--- src/design/hsvcc_pkg.sv ---
// Package with the types, constants and window test of the HSV color classifier.
package hsvcc_pkg;

    // Field widths.
    localparam int CH_W      = 8;
    localparam int HUE_W     = 12;
    localparam int CLS_W     = 3;
    localparam int WIN_W     = 56;
    localparam int CFG_IDX_W = 3;
    localparam int NUM_WIN   = 5;

    // Hue dividend and saturation dividend widths.
    localparam int NUM_W  = 20;
    localparam int SNUM_W = 16;
    localparam int SNW    = 22;

    // Division pipeline: quotient bits retired per stage and stage count.
    localparam int BITS_PER_STG = 2;
    localparam int DIV_STAGES   = HUE_W / BITS_PER_STG;

    // Hue scale in eighths of a degree.
    localparam int HUE_60  = 480;
    localparam int HUE_120 = 960;
    localparam int HUE_240 = 1920;
    localparam int HUE_360 = 2880;

    // Class codes.
    localparam logic [CLS_W-1:0] CLS_RED    = 3'd0;
    localparam logic [CLS_W-1:0] CLS_GREEN  = 3'd1;
    localparam logic [CLS_W-1:0] CLS_BLUE   = 3'd2;
    localparam logic [CLS_W-1:0] CLS_YELLOW = 3'd3;
    localparam logic [CLS_W-1:0] CLS_ORANGE = 3'd4;
    localparam logic [CLS_W-1:0] CLS_NONE   = 3'd5;

    // Configuration register indexes.
    localparam logic [CFG_IDX_W-1:0] CFG_RED_WIN    = 3'd0;
    localparam logic [CFG_IDX_W-1:0] CFG_GREEN_WIN  = 3'd1;
    localparam logic [CFG_IDX_W-1:0] CFG_BLUE_WIN   = 3'd2;
    localparam logic [CFG_IDX_W-1:0] CFG_YELLOW_WIN = 3'd3;
    localparam logic [CFG_IDX_W-1:0] CFG_ORANGE_WIN = 3'd4;

    // Max-channel sector codes.
    localparam logic [1:0] SEC_R = 2'd0;
    localparam logic [1:0] SEC_G = 2'd1;
    localparam logic [1:0] SEC_B = 2'd2;

    typedef logic [WIN_W-1:0] t_win;

    // Window reset values, in test order.
    localparam t_win WIN_RESET [NUM_WIN] = '{
        56'd53791403507255992,
        56'd50455484797583848,
        56'd50435695738193232,
        56'd71917953915683024,
        56'd71945441705230424
    };

    // Class reported by each window, in test order.
    localparam logic [CLS_W-1:0] WIN_CLASS [NUM_WIN] = '{
        CLS_RED, CLS_GREEN, CLS_BLUE, CLS_YELLOW, CLS_ORANGE
    };

    // Pixel as taken from the input channel.
    typedef struct packed {
        logic [CH_W-1:0] r;
        logic [CH_W-1:0] g;
        logic [CH_W-1:0] b;
    } t_px;

    // Max/min stage result.
    typedef struct packed {
        logic [CH_W-1:0]        mx;
        logic [CH_W-1:0]        delta;
        logic [1:0]             sec;
        logic signed [CH_W:0]   diff;
    } t_s1;

    // One stage of the two restoring dividers running side by side.
    typedef struct packed {
        logic [NUM_W-1:0]  hrem;
        logic [HUE_W-1:0]  hq;
        logic [SNUM_W-1:0] srem;
        logic [CH_W-1:0]   sq;
        logic [CH_W-1:0]   delta;
        logic [CH_W-1:0]   mx;
    } t_div;

    // Strict window test; a hue window with low above high wraps through zero.
    function automatic logic win_hit(input t_win w, input logic [HUE_W-1:0] h,
                                     input logic [CH_W-1:0] s, input logic [CH_W-1:0] v);
        logic [HUE_W-1:0] h_lo;
        logic [HUE_W-1:0] h_hi;
        logic [CH_W-1:0]  s_lo;
        logic [CH_W-1:0]  s_hi;
        logic [CH_W-1:0]  v_lo;
        logic [CH_W-1:0]  v_hi;
        logic             hue_ok;
        h_lo = w[11:0];
        h_hi = w[23:12];
        s_lo = w[31:24];
        s_hi = w[39:32];
        v_lo = w[47:40];
        v_hi = w[55:48];
        if (h_lo > h_hi) begin
            hue_ok = (h > h_lo) || (h < h_hi);
        end else begin
            hue_ok = (h > h_lo) && (h < h_hi);
        end
        return hue_ok && (s > s_lo) && (s < s_hi) && (v > v_lo) && (v < v_hi);
    endfunction

endpackage

--- src/design/hsvcc_pix_if.sv ---
// Input channel interface carrying one RGB pixel per transaction.
interface hsvcc_pix_if;
    logic                       valid;
    logic                       ready;
    logic [hsvcc_pkg::CH_W-1:0] red_in;
    logic [hsvcc_pkg::CH_W-1:0] green_in;
    logic [hsvcc_pkg::CH_W-1:0] blue_in;

    modport source (output valid, output red_in, output green_in, output blue_in,
                    input ready);
    modport sink (input valid, input red_in, input green_in, input blue_in,
                  output ready);
endinterface

--- src/design/hsvcc_cls_if.sv ---
// Output channel interface carrying one classification result per transaction.
interface hsvcc_cls_if;
    logic                        valid;
    logic                        ready;
    logic [hsvcc_pkg::CLS_W-1:0] color_class;
    logic [hsvcc_pkg::HUE_W-1:0] hue;
    logic [hsvcc_pkg::CH_W-1:0]  saturation;
    logic [hsvcc_pkg::CH_W-1:0]  brightness;
    logic                        hue_defined;

    modport source (output valid, output color_class, output hue, output saturation,
                    output brightness, output hue_defined, input ready);
    modport sink (input valid, input color_class, input hue, input saturation,
                  input brightness, input hue_defined, output ready);
endinterface

--- src/design/hsv_range_color_classifier.sv ---
// Top level of the RGB to HSV converter and window color classifier.
//
//  Channel   Direction  Carries
//  i_pix     in         red_in, green_in, blue_in (8 bits each)
//  o_cls     out        color_class, hue, saturation, brightness, hue_defined
//  i_cfg_*   in         window register writes (index 0..4, 56-bit data)
//
// One pixel per clock when the output is taken; a result passes through ten register
// stages from acceptance to being shown, six of them the radix-4 division steps that
// produce hue and saturation.
// Reset restores the five windows to their defaults and empties the pipeline.
// Every stage has its own valid bit and moves when the stage after it is empty
// or moving, so a stall on the output fills bubbles before it stops the input.
module hsv_range_color_classifier (
    input  logic                            i_clk,
    input  logic                            i_rst_n,
    hsvcc_pix_if.sink                       i_pix,
    hsvcc_cls_if.source                     o_cls,
    input  logic                            i_cfg_we,
    input  logic [hsvcc_pkg::CFG_IDX_W-1:0] i_cfg_idx,
    input  logic [hsvcc_pkg::WIN_W-1:0]     i_cfg_data
);
    import hsvcc_pkg::*;

    // Stage positions in the valid vector.
    localparam int STG_S0   = 0;
    localparam int STG_S1   = 1;
    localparam int STG_DIV0 = 2;
    localparam int NSTG     = DIV_STAGES + 4;
    localparam int STG_OUT  = NSTG - 1;

    logic [NSTG-1:0] r_vld;
    logic [NSTG-1:0] en;

    t_win r_win [NUM_WIN];

    t_px  r_s0;
    t_s1  r_s1;
    t_s1  n_s1;
    t_div r_div [DIV_STAGES+1];
    t_div n_div0;
    t_div n_div [1:DIV_STAGES];

    logic [CLS_W-1:0] r_cls;
    logic [HUE_W-1:0] r_hue;
    logic [CH_W-1:0]  r_sat;
    logic [CH_W-1:0]  r_bri;
    logic             r_def;
    logic [CLS_W-1:0] n_cls;
    logic [HUE_W-1:0] n_hue;
    logic [CH_W-1:0]  n_sat;
    logic             n_def;

    // Stage advance: a stage loads when it is empty or its contents move on.
    always_comb begin
        en[STG_OUT] = !r_vld[STG_OUT] || o_cls.ready;
        for (int k = STG_OUT - 1; k >= 0; k--) begin
            en[k] = !r_vld[k] || en[k+1];
        end
    end

    assign i_pix.ready = en[STG_S0];

    // Valid bits travel with the data.
    always_ff @(posedge i_clk) begin
        if (!i_rst_n) begin
            r_vld <= '0;
        end else begin
            if (en[STG_S0]) begin
                r_vld[STG_S0] <= i_pix.valid;
            end
            for (int k = 1; k < NSTG; k++) begin
                if (en[k]) begin
                    r_vld[k] <= r_vld[k-1];
                end
            end
        end
    end

    // Window registers.
    always_ff @(posedge i_clk) begin
        if (!i_rst_n) begin
            for (int i = 0; i < NUM_WIN; i++) begin
                r_win[i] <= WIN_RESET[i];
            end
        end else if (i_cfg_we) begin
            unique case (i_cfg_idx)
                CFG_RED_WIN:    r_win[0] <= i_cfg_data;
                CFG_GREEN_WIN:  r_win[1] <= i_cfg_data;
                CFG_BLUE_WIN:   r_win[2] <= i_cfg_data;
                CFG_YELLOW_WIN: r_win[3] <= i_cfg_data;
                CFG_ORANGE_WIN: r_win[4] <= i_cfg_data;
                default: begin
                end
            endcase
        end
    end

    // Max, min and hue sector of the pixel.
    always_comb begin
        logic [CH_W-1:0] mx;
        logic [CH_W-1:0] mn;
        mx = r_s0.r;
        if (r_s0.g > mx) mx = r_s0.g;
        if (r_s0.b > mx) mx = r_s0.b;
        mn = r_s0.r;
        if (r_s0.g < mn) mn = r_s0.g;
        if (r_s0.b < mn) mn = r_s0.b;
        n_s1.mx    = mx;
        n_s1.delta = mx - mn;
        if (r_s0.r == mx) begin
            n_s1.sec  = SEC_R;
            n_s1.diff = $signed({1'b0, r_s0.g}) - $signed({1'b0, r_s0.b});
        end else if (r_s0.g == mx) begin
            n_s1.sec  = SEC_G;
            n_s1.diff = $signed({1'b0, r_s0.b}) - $signed({1'b0, r_s0.r});
        end else begin
            n_s1.sec  = SEC_B;
            n_s1.diff = $signed({1'b0, r_s0.r}) - $signed({1'b0, r_s0.g});
        end
    end

    // Dividends: hue numerator with the red sector wrapped, and 255 times delta.
    always_comb begin
        logic signed [SNW-1:0] dl;
        logic signed [SNW-1:0] df;
        logic signed [SNW-1:0] base;
        logic signed [SNW-1:0] num;
        dl = $signed({{(SNW-CH_W){1'b0}}, r_s1.delta});
        df = SNW'(r_s1.diff);
        unique case (r_s1.sec)
            SEC_R:   base = '0;
            SEC_G:   base = SNW'(HUE_120 * dl);
            SEC_B:   base = SNW'(HUE_240 * dl);
            default: base = '0;
        endcase
        num = base + SNW'(HUE_60 * df);
        if (num < 0) begin
            num = num + SNW'(HUE_360 * dl);
        end
        n_div0.hrem  = NUM_W'(num);
        n_div0.hq    = '0;
        n_div0.srem  = {r_s1.delta, {CH_W{1'b0}}} - SNUM_W'(r_s1.delta);
        n_div0.sq    = '0;
        n_div0.delta = r_s1.delta;
        n_div0.mx    = r_s1.mx;
    end

    // Restoring division, two quotient bits per stage for both dividers.
    // The saturation quotient only has its low eight bits, so it joins late.
    always_comb begin
        t_div             w;
        logic [3:0]       p;
        logic [NUM_W-1:0] hsub;
        logic [SNUM_W-1:0] ssub;
        for (int k = 0; k < DIV_STAGES; k++) begin
            w = r_div[k];
            for (int j = 0; j < BITS_PER_STG; j++) begin
                p    = 4'(HUE_W - 1 - BITS_PER_STG * k - j);
                hsub = NUM_W'(w.delta) << p;
                if (w.hrem >= hsub) begin
                    w.hrem  = w.hrem - hsub;
                    w.hq[p] = 1'b1;
                end
                if (p < 4'(CH_W)) begin
                    ssub = SNUM_W'(w.mx) << p;
                    if (w.srem >= ssub) begin
                        w.srem       = w.srem - ssub;
                        w.sq[p[2:0]] = 1'b1;
                    end
                end
            end
            n_div[k+1] = w;
        end
    end

    // Final hue and saturation, then the first matching window.
    always_comb begin
        t_div d;
        d     = r_div[DIV_STAGES];
        n_def = (d.delta != '0);
        n_hue = n_def ? d.hq : '0;
        n_sat = (d.mx != '0) ? d.sq : '0;
        n_cls = CLS_NONE;
        for (int i = NUM_WIN - 1; i >= 0; i--) begin
            if (n_def && win_hit(r_win[i], n_hue, n_sat, d.mx)) begin
                n_cls = WIN_CLASS[i];
            end
        end
    end

    // Pipeline payload registers.
    always_ff @(posedge i_clk) begin
        if (en[STG_S0]) begin
            r_s0 <= '{r: i_pix.red_in, g: i_pix.green_in, b: i_pix.blue_in};
        end
        if (en[STG_S1]) begin
            r_s1 <= n_s1;
        end
        if (en[STG_DIV0]) begin
            r_div[0] <= n_div0;
        end
        for (int k = 1; k <= DIV_STAGES; k++) begin
            if (en[STG_DIV0+k]) begin
                r_div[k] <= n_div[k];
            end
        end
        if (en[STG_OUT]) begin
            r_cls <= n_cls;
            r_hue <= n_hue;
            r_sat <= n_sat;
            r_bri <= r_div[DIV_STAGES].mx;
            r_def <= n_def;
        end
    end

    // Output channel.
    assign o_cls.valid       = r_vld[STG_OUT];
    assign o_cls.color_class = r_cls;
    assign o_cls.hue         = r_hue;
    assign o_cls.saturation  = r_sat;
    assign o_cls.brightness  = r_bri;
    assign o_cls.hue_defined = r_def;

endmodule

--- src/flat_wrapper.sv ---
// flat-port wrapper written by rule: the top's interface ports become plain ports
module hsv_range_color_classifier_flat import hsvcc_pkg::*;
  (i_clk, i_rst_n, i_cfg_we, i_cfg_idx, i_cfg_data, i_pix_valid, i_pix_red_in, i_pix_green_in, i_pix_blue_in, i_pix_ready, o_cls_valid, o_cls_color_class, o_cls_hue, o_cls_saturation, o_cls_brightness, o_cls_hue_defined, o_cls_ready);
  hsvcc_pix_if i_pix_i ();
  hsvcc_cls_if o_cls_i ();
  input  logic i_clk;
  input  logic i_rst_n;
  input  logic i_cfg_we;
  input  logic [hsvcc_pkg::CFG_IDX_W-1:0] i_cfg_idx;
  input  logic [hsvcc_pkg::WIN_W-1:0] i_cfg_data;
  input wire logic [$bits(i_pix_i.valid)-1:0] i_pix_valid;
  input wire logic [$bits(i_pix_i.red_in)-1:0] i_pix_red_in;
  input wire logic [$bits(i_pix_i.green_in)-1:0] i_pix_green_in;
  input wire logic [$bits(i_pix_i.blue_in)-1:0] i_pix_blue_in;
  output wire logic [$bits(i_pix_i.ready)-1:0] i_pix_ready;
  output wire logic [$bits(o_cls_i.valid)-1:0] o_cls_valid;
  output wire logic [$bits(o_cls_i.color_class)-1:0] o_cls_color_class;
  output wire logic [$bits(o_cls_i.hue)-1:0] o_cls_hue;
  output wire logic [$bits(o_cls_i.saturation)-1:0] o_cls_saturation;
  output wire logic [$bits(o_cls_i.brightness)-1:0] o_cls_brightness;
  output wire logic [$bits(o_cls_i.hue_defined)-1:0] o_cls_hue_defined;
  input wire logic [$bits(o_cls_i.ready)-1:0] o_cls_ready;
  assign i_pix_i.valid = i_pix_valid;
  assign i_pix_i.red_in = i_pix_red_in;
  assign i_pix_i.green_in = i_pix_green_in;
  assign i_pix_i.blue_in = i_pix_blue_in;
  assign i_pix_ready = i_pix_i.ready;
  assign o_cls_valid = o_cls_i.valid;
  assign o_cls_color_class = o_cls_i.color_class;
  assign o_cls_hue = o_cls_i.hue;
  assign o_cls_saturation = o_cls_i.saturation;
  assign o_cls_brightness = o_cls_i.brightness;
  assign o_cls_hue_defined = o_cls_i.hue_defined;
  assign o_cls_i.ready = o_cls_ready;
  hsv_range_color_classifier u_core (.i_clk(i_clk), .i_rst_n(i_rst_n), .i_pix(i_pix_i), .o_cls(o_cls_i), .i_cfg_we(i_cfg_we), .i_cfg_idx(i_cfg_idx), .i_cfg_data(i_cfg_data));
endmodule
--- config.mk ---
export PLATFORM = sky130hd
export DESIGN_NAME = hsv_range_color_classifier_flat
export DESIGN_NICKNAME = d
export VERILOG_FILES = /design/src/design/hsvcc_pkg.sv /design/src/design/hsvcc_pix_if.sv /design/src/design/hsvcc_cls_if.sv /design/src/design/hsv_range_color_classifier.sv /design/src/flat_wrapper.sv
export SDC_FILE = /design/constraint.sdc
export NUM_CORES = 2
export LEC_CHECK = 0
export ABC_AREA = 1
export BUFFER_PORTS_ARGS = -buffer_cell sky130_fd_sc_hd__buf_2
export CORE_ASPECT_RATIO = 0.5
export CORE_MARGIN = 2
export CORE_UTILIZATION = 65
export CTS_CLUSTER_SIZE = 8
export DETAILED_ROUTE_END_ITERATION = 7
export HOLD_SLACK_MARGIN = 0.05
export PLACE_DENSITY = 0.87
export SLEW_MARGIN = 15
export SYNTH_ARGS = -nofsm -noshare
export SYNTH_HDL_FRONTEND = slang
export SYNTH_SLANG_ARGS = --single-unit
--- constraint.sdc ---
create_clock -name i_clk -period 23 [get_ports i_clk]
set_input_delay 2.3 -clock i_clk [delete_from_list [all_inputs] [get_ports i_clk]]
set_output_delay 2.3 -clock i_clk [all_outputs]
set_load 0.01 [all_outputs]
# Yosys cells after proc, flatten, opt, wreduce, memory -nomap -nowiden
# Memories as Yosys holds them, arrays and structs flattened.
# Cells that the tools add are included.
# W data, S select, Z words.
# totals
register_bits	93
mem_bits_rw	784
out_inout_bits	34
memories	2
# mem_list
memory	depth	width	rd	rd_ports_with_merged_regs	write_ports	line	source
u_core.r_div	7	72	7	0	7	hsv_range_color_classifier.sv:40	t_div r_div [DIV_STAGES+1];
u_core.r_win	5	56	5	0	5	hsv_range_color_classifier.sv:35	t_win r_win [NUM_WIN];
# classes
add_sub_neg	27
mul	4
magnitude_cmp	60
n_eq_ne	8
n_mux	97
bitwise_logic	5
n_reduce_logical	60
# ops
cell	count
$mux W56	5
$mux W20	12
$gt A12 B12 Y1	10
$mux W16	7
$gt A8 B8 Y1	12
$lt A8 B8 Y1	12
$lt A12 B12 Y1	5
$mux W1	60
$pmux W22 S2	1
$mux W8	5
$sub A16 B8 Y16	2
$logic_and A1 B1 Y1	30
$sub A8 B8 Y9	3
$mul A4 B8 Y12 const A	2
$add A22 B19 Y22	1
$lt A22 B1 Y1 const B	1
$mux W21	1
$add A20 B20 Y20	1
$ge A20 B10 Y1	1
$ge A20 B11 Y1	1
$ge A20 B12 Y1	1
$ge A20 B13 Y1	1
$ge A20 B14 Y1	1
$ge A20 B15 Y1	1
54 further kinds	85

# Depth between registers and ports, before layout
# An unclocked memory read counts as a cell.
# logic_depth
depth_word	15
mapped_depth	38

# Worst setup path before layout
# Ideal clock, no wire load.
# synth_timing
path_kind	input to output
from	input port o_cls_ready
to	output port i_pix_ready
t_arrival_ns	10.064
required_time_ns	20.700
setup_slack_ns	10.636
cell_stages	14
n_path_buf	0
path_cell_list	nor2_1 > inv_1 > nor2_1 > inv_1 > nor2_1 > inv_1 > nor2_1 > inv_1 > nor2_1 > nand2_1 > nor2_1 > nand2_1 > nor2_1 > nand2_1
# synth_via
elab_chain_len	10
# synth_lines
element	line	source
from (decl)	flat_wrapper.sv:22	input wire logic [$bits(o_cls_i.ready)-1:0] o_cls_ready;
$logic_or A1 B1 Y1	hsv_range_color_classifier.sv:56	en[STG_OUT] = !r_vld[STG_OUT] || o_cls.ready;
net u_core.en[9]	hsv_range_color_classifier.sv:33	logic [NSTG-1:0] en;
$logic_or A1 B1 Y1	hsv_range_color_classifier.sv:58	en[k] = !r_vld[k] || en[k+1];
net u_core.en[8]	hsv_range_color_classifier.sv:33	
$logic_or A1 B1 Y1	hsv_range_color_classifier.sv:58	
net u_core.en[7]	hsv_range_color_classifier.sv:33	
$logic_or A1 B1 Y1	hsv_range_color_classifier.sv:58	
net u_core.en[6]	hsv_range_color_classifier.sv:33	
$logic_or A1 B1 Y1 (2 in a row)	hsv_range_color_classifier.sv:58	
net u_core.en[4]	hsv_range_color_classifier.sv:33	
$logic_or A1 B1 Y1 (2 in a row)	hsv_range_color_classifier.sv:58	
net u_core.en[2]	hsv_range_color_classifier.sv:33	
$logic_or A1 B1 Y1 (2 in a row)	hsv_range_color_classifier.sv:58	
to (decl)	flat_wrapper.sv:15	output wire logic [$bits(i_pix_i.ready)-1:0] i_pix_ready;
# The timed path passes the listed nets, and every way through them passes these cells.

# Final worst setup path
# Ends and elaborated chain as after synthesis.

==> summary.md <==
| Metric | Value |
|---|---|
| FF+latch area | `0.0219 mm^2` |
| Mapped Cells | `5,318` |
| CTS hold repair buffers | `0` |
| CTS tree | `built` |
| Placed cells | `6,448` |
| Via density | `5.73` |
| Layout cell share with drive strength beyond 1 | `7.13%` |
| Post-route insts no fill | `6,594` |
| Clk root buf | `clkbuf_16` |
| Reg clk slew, reported paths | `0.05 ns` |
| Maximum Capacitance Violations | `0` |
| Clock tree sinks | `731` |
| RSZ-0062 raised after global routing | `no` |
| Gr ovfl total | `0` |
| Cell Rows | `71` |
| Post-route antenna net violation count | `0` |
| Ys flop type | `edfxtp_1` |
| Area of the multi-input gates | `0.0235 mm^2` |
| Final worst setup slack | `13.10 ns` |
| Pin count of the biggest net entering global routing | `89` |
| Total number of vias | `37,815` |
| HPWL Detailed | `84.9 mm` |
| Critical Path Slowest Stage Cell | `inv_2` |
| CORE AREA | `0.0750 mm^2` |
| Sequential-to-total area share from yosys stat | `44.5%` |
| Syn nets | `6,092` |
| Crit path launch | `o_cls_ready` |
| Synthesis-to-layout area growth | `9.73%` |
| Final Skew | `0.0646 ns` |
| Highest Clock Rate | `101 MHz` |
| CP max stage delay | `0.68 ns` |
| IO Pins | `122` |
| First-pass GRT wire length | `187 mm` |
| Starting Density | `65.5%` |
| Critical path endpoint | `i_pix_ready` |
| Fin Setup TNS | `0 ns` |
| Clock buffer count from CTS | `101` |
| IO Port Bufs | `121` |
| Post-place setup slack | `13.08 ns` |
| R2R Path End | `u_core.r_div[0][71]$_DFFE_PP_` |
| Average cell area after synthesis | `9.24 um^2` |
| Wire length per cell | `17.5 um` |
| Most frequent CP cell | `nor2_1` |
| Final #Nets | `6,303` |
| Initial antenna violation count | `4` |
| Synth Area in Compound Gates | `8.76%` |
| Number of synthesized flops with an enable pin | `721` |
| YS warnings | `0` |
| Post-Synth Simple-Gate Area | `16.6%` |
| Mux cell area share after synthesis | `0%` |
| Synthesized cell area | `0.0491 mm^2` |
| Crit-path leading delay family | `buffers and inverters` |
| Synth cell types | `62` |
| Final WL | `116 mm` |
| Worst min-delay path class | `register to register` |
| Worst EP required | `20.70 ns` |
| Synth Area in Adders | `18.4%` |
| CP bufs+invs | `12` |
| Vias in the first global route | `38,483` |
| Final Cycle Share | `43.1%` |
| DR iter-0 viols | `3,442` |
| Worst Max-Slew Pin Slew | `1.12 ns` |
| Synth Area in XOR/XNOR | `3.99%` |
| CP cell instances | `buf_2 > nor2_1 > inv_2 > nor2_1 > inv_1 > buf_4 > nor2_1 > inv_2 > buf_4 > nor2_1 > inv_2 > buf_4 > nor2_1 > nand2_2 > buf_4 > nor2_1 > nand2_2 > buf_4 > nor2_1 > nand2_1 > buf_4 > buf_2` |
| Seq cells post-synth | `731` |
| CP Capture Type | `output port` |
| Post-route minimum period | `9.90 ns` |
| Largest family of logic cells by synthesized area | `adder cells` |
| RePlAce Congestion | `0.933` |
| Post-CTS Resized | `0` |
| H-tree levels | `3` |
| Longest Clk Path Bufs | `3` |
| Die H | `198 um` |
| Fin. Hold Viols | `0` |
| Finish-stage setup viols | `0` |
| R2r setup slk | `16.66 ns` |
| Slew Limit Fails | `0` |
| Reg2reg start | `u_core.n_div0[12]$_DFFE_PP_` |
| Die width | `393 um` |
| 1st-pass router iterations | `8` |
| CP startpoint kind | `primary input` |
| Total track usage | `30.0%` |
| DRC Markers | `2` |
| R2R depth | `29` |
| Critical path class | `primary input to output port` |
| Async SR Flop Fraction | `0%` |
| Setup repair bufs after CTS | `0` |
| Worst EP arrival | `7.60 ns` |
| Die area | `0.0779 mm^2` |
| CP Depth | `22` |
| Worst-Skew Late Latency | `0.71 ns` |
| Fillers | `5,135` |
| Slew HR | `25.0%` |
| Status | `finished, violations left` |
| Failing checks | `DRC` |
| Crit path max fanout | `67` |
-- cell usage after synthesis, types with 52 or more instances --
cell type | count | area [um^2]
nand4_1 | 79 | 494
o21ai_0 | 232 | 1160
nand2_1 | 1066 | 4000
edfxtp_1 | 721 | 21700
a21oi_1 | 379 | 1900
nor3_1 | 52 | 260
ha_1 | 627 | 7850
inv_1 | 941 | 3530
xnor2_1 | 85 | 744
xor2_1 | 139 | 1220
fa_1 | 59 | 1180
nor2_1 | 335 | 1260
nand3_1 | 236 | 1180
-- cell type report --
cell class / count / area share (%)
Clock buffer: 135 / 4.96
Antenna cell: 4 / 0.0186
Tap cell: 1022 / 2.37
Sequential cell: 731 / 40.5
Timing Repair Buffer: 151 / 1.54
Clock inverter: 7 / 0.339
Inverter: 961 / 6.70
Multi-Input combinational cell: 3583 / 43.5
-- cell usage in the layout (no fill, tap or decap), types with 23 or more instances in the layout --
| master | netlist | layout |
|---|---|---|
| a21oi_1 | 379 | 379 |
| buf_2 | 10 | 121 |
| buf_4 | 2 | 30 |
| clkbuf_1 | 22 | 33 |
| clkbuf_16 | 0 | 102 |
| edfxtp_1 | 721 | 721 |
| fa_1 | 59 | 59 |
| ha_1 | 627 | 627 |
| inv_1 | 941 | 936 |
| nand2_1 | 1066 | 1061 |
| nand2_2 | 34 | 39 |
| nand3_1 | 236 | 236 |
| nand4_1 | 79 | 79 |
| nor2_1 | 335 | 334 |
| nor3_1 | 52 | 52 |
| o21ai_0 | 232 | 232 |
| o21ai_1 | 36 | 36 |
| or2_2 | 23 | 23 |
| xnor2_1 | 85 | 85 |
| xor2_1 | 139 | 139 |
-- registers in the layout (all words and copies together), names as in the netlist --
signal	count
u_core.r_s0	24
u_core.o_cls.color_class	3
u_core.r_div	358
u_core.o_cls.saturation	8
u_core.r_win	280
u_core.o_cls.brightness	8
u_core.n_div0	16
u_core.r_s1	11
u_core.r_vld	10
u_core.o_cls.hue	12
u_core.o_cls.hue_defined	1
-- cells by family after synthesis --
kind of cell	Yosys count
compound gates	782
xor+xnor	224
fa+ha+maj	686
buf+inv	1004
flops	731
simple gates	1891
-- routing by layer --
layer | track usage (%) | wire (um) | vias to the layer above
li1 | - | - | 18274
met1 | 35.3 | 44800 | 17571
met2 | 53.4 | 56900 | 1562
met3 | 5.07 | 8090 | 408
met4 | 15.0 | 5740 | 0
met5 | 0 | 0 | -
-- worst min-delay path by stage --
stage                                        startpoint                             to  slack, ns  depth (start not counted)
final                     u_core.r_div[4][21]$_DFFE_PP_  u_core.r_div[5][21]$_DFFE_PP_       0.37                          0
after global routing      u_core.r_div[4][21]$_DFFE_PP_  u_core.r_div[5][21]$_DFFE_PP_       0.37                          0
after CTS                 u_core.r_div[4][21]$_DFFE_PP_  u_core.r_div[5][21]$_DFFE_PP_       0.36                          0
after detailed placement  u_core.r_div[0][31]$_DFFE_PP_  u_core.r_div[1][31]$_DFFE_PP_       0.40                          0
after global placement       u_core.n_div0[3]$_DFFE_PP_   u_core.r_div[0][3]$_DFFE_PP_       0.40                          0
after floorplan              u_core.n_div0[0]$_DFFE_PP_   u_core.r_div[0][0]$_DFFE_PP_       0.40                          0
-- through the flow --
stage / instance area, um^2 / util (%) / hold slack, ns
floorplan: 49100 / - / 0.400
global placement: 51000 / 68.1 / 0.401
detailed placement: 51000 / 68.1 / 0.405
CTS: 53900 / 71.9 / 0.355
global route: 53900 / 71.9 / 0.374
finish: 53900 / 71.9 / 0.365
Power is not shown: default switching activity piles up to over one toggle a cycle in this logic, so the estimate is an artifact.
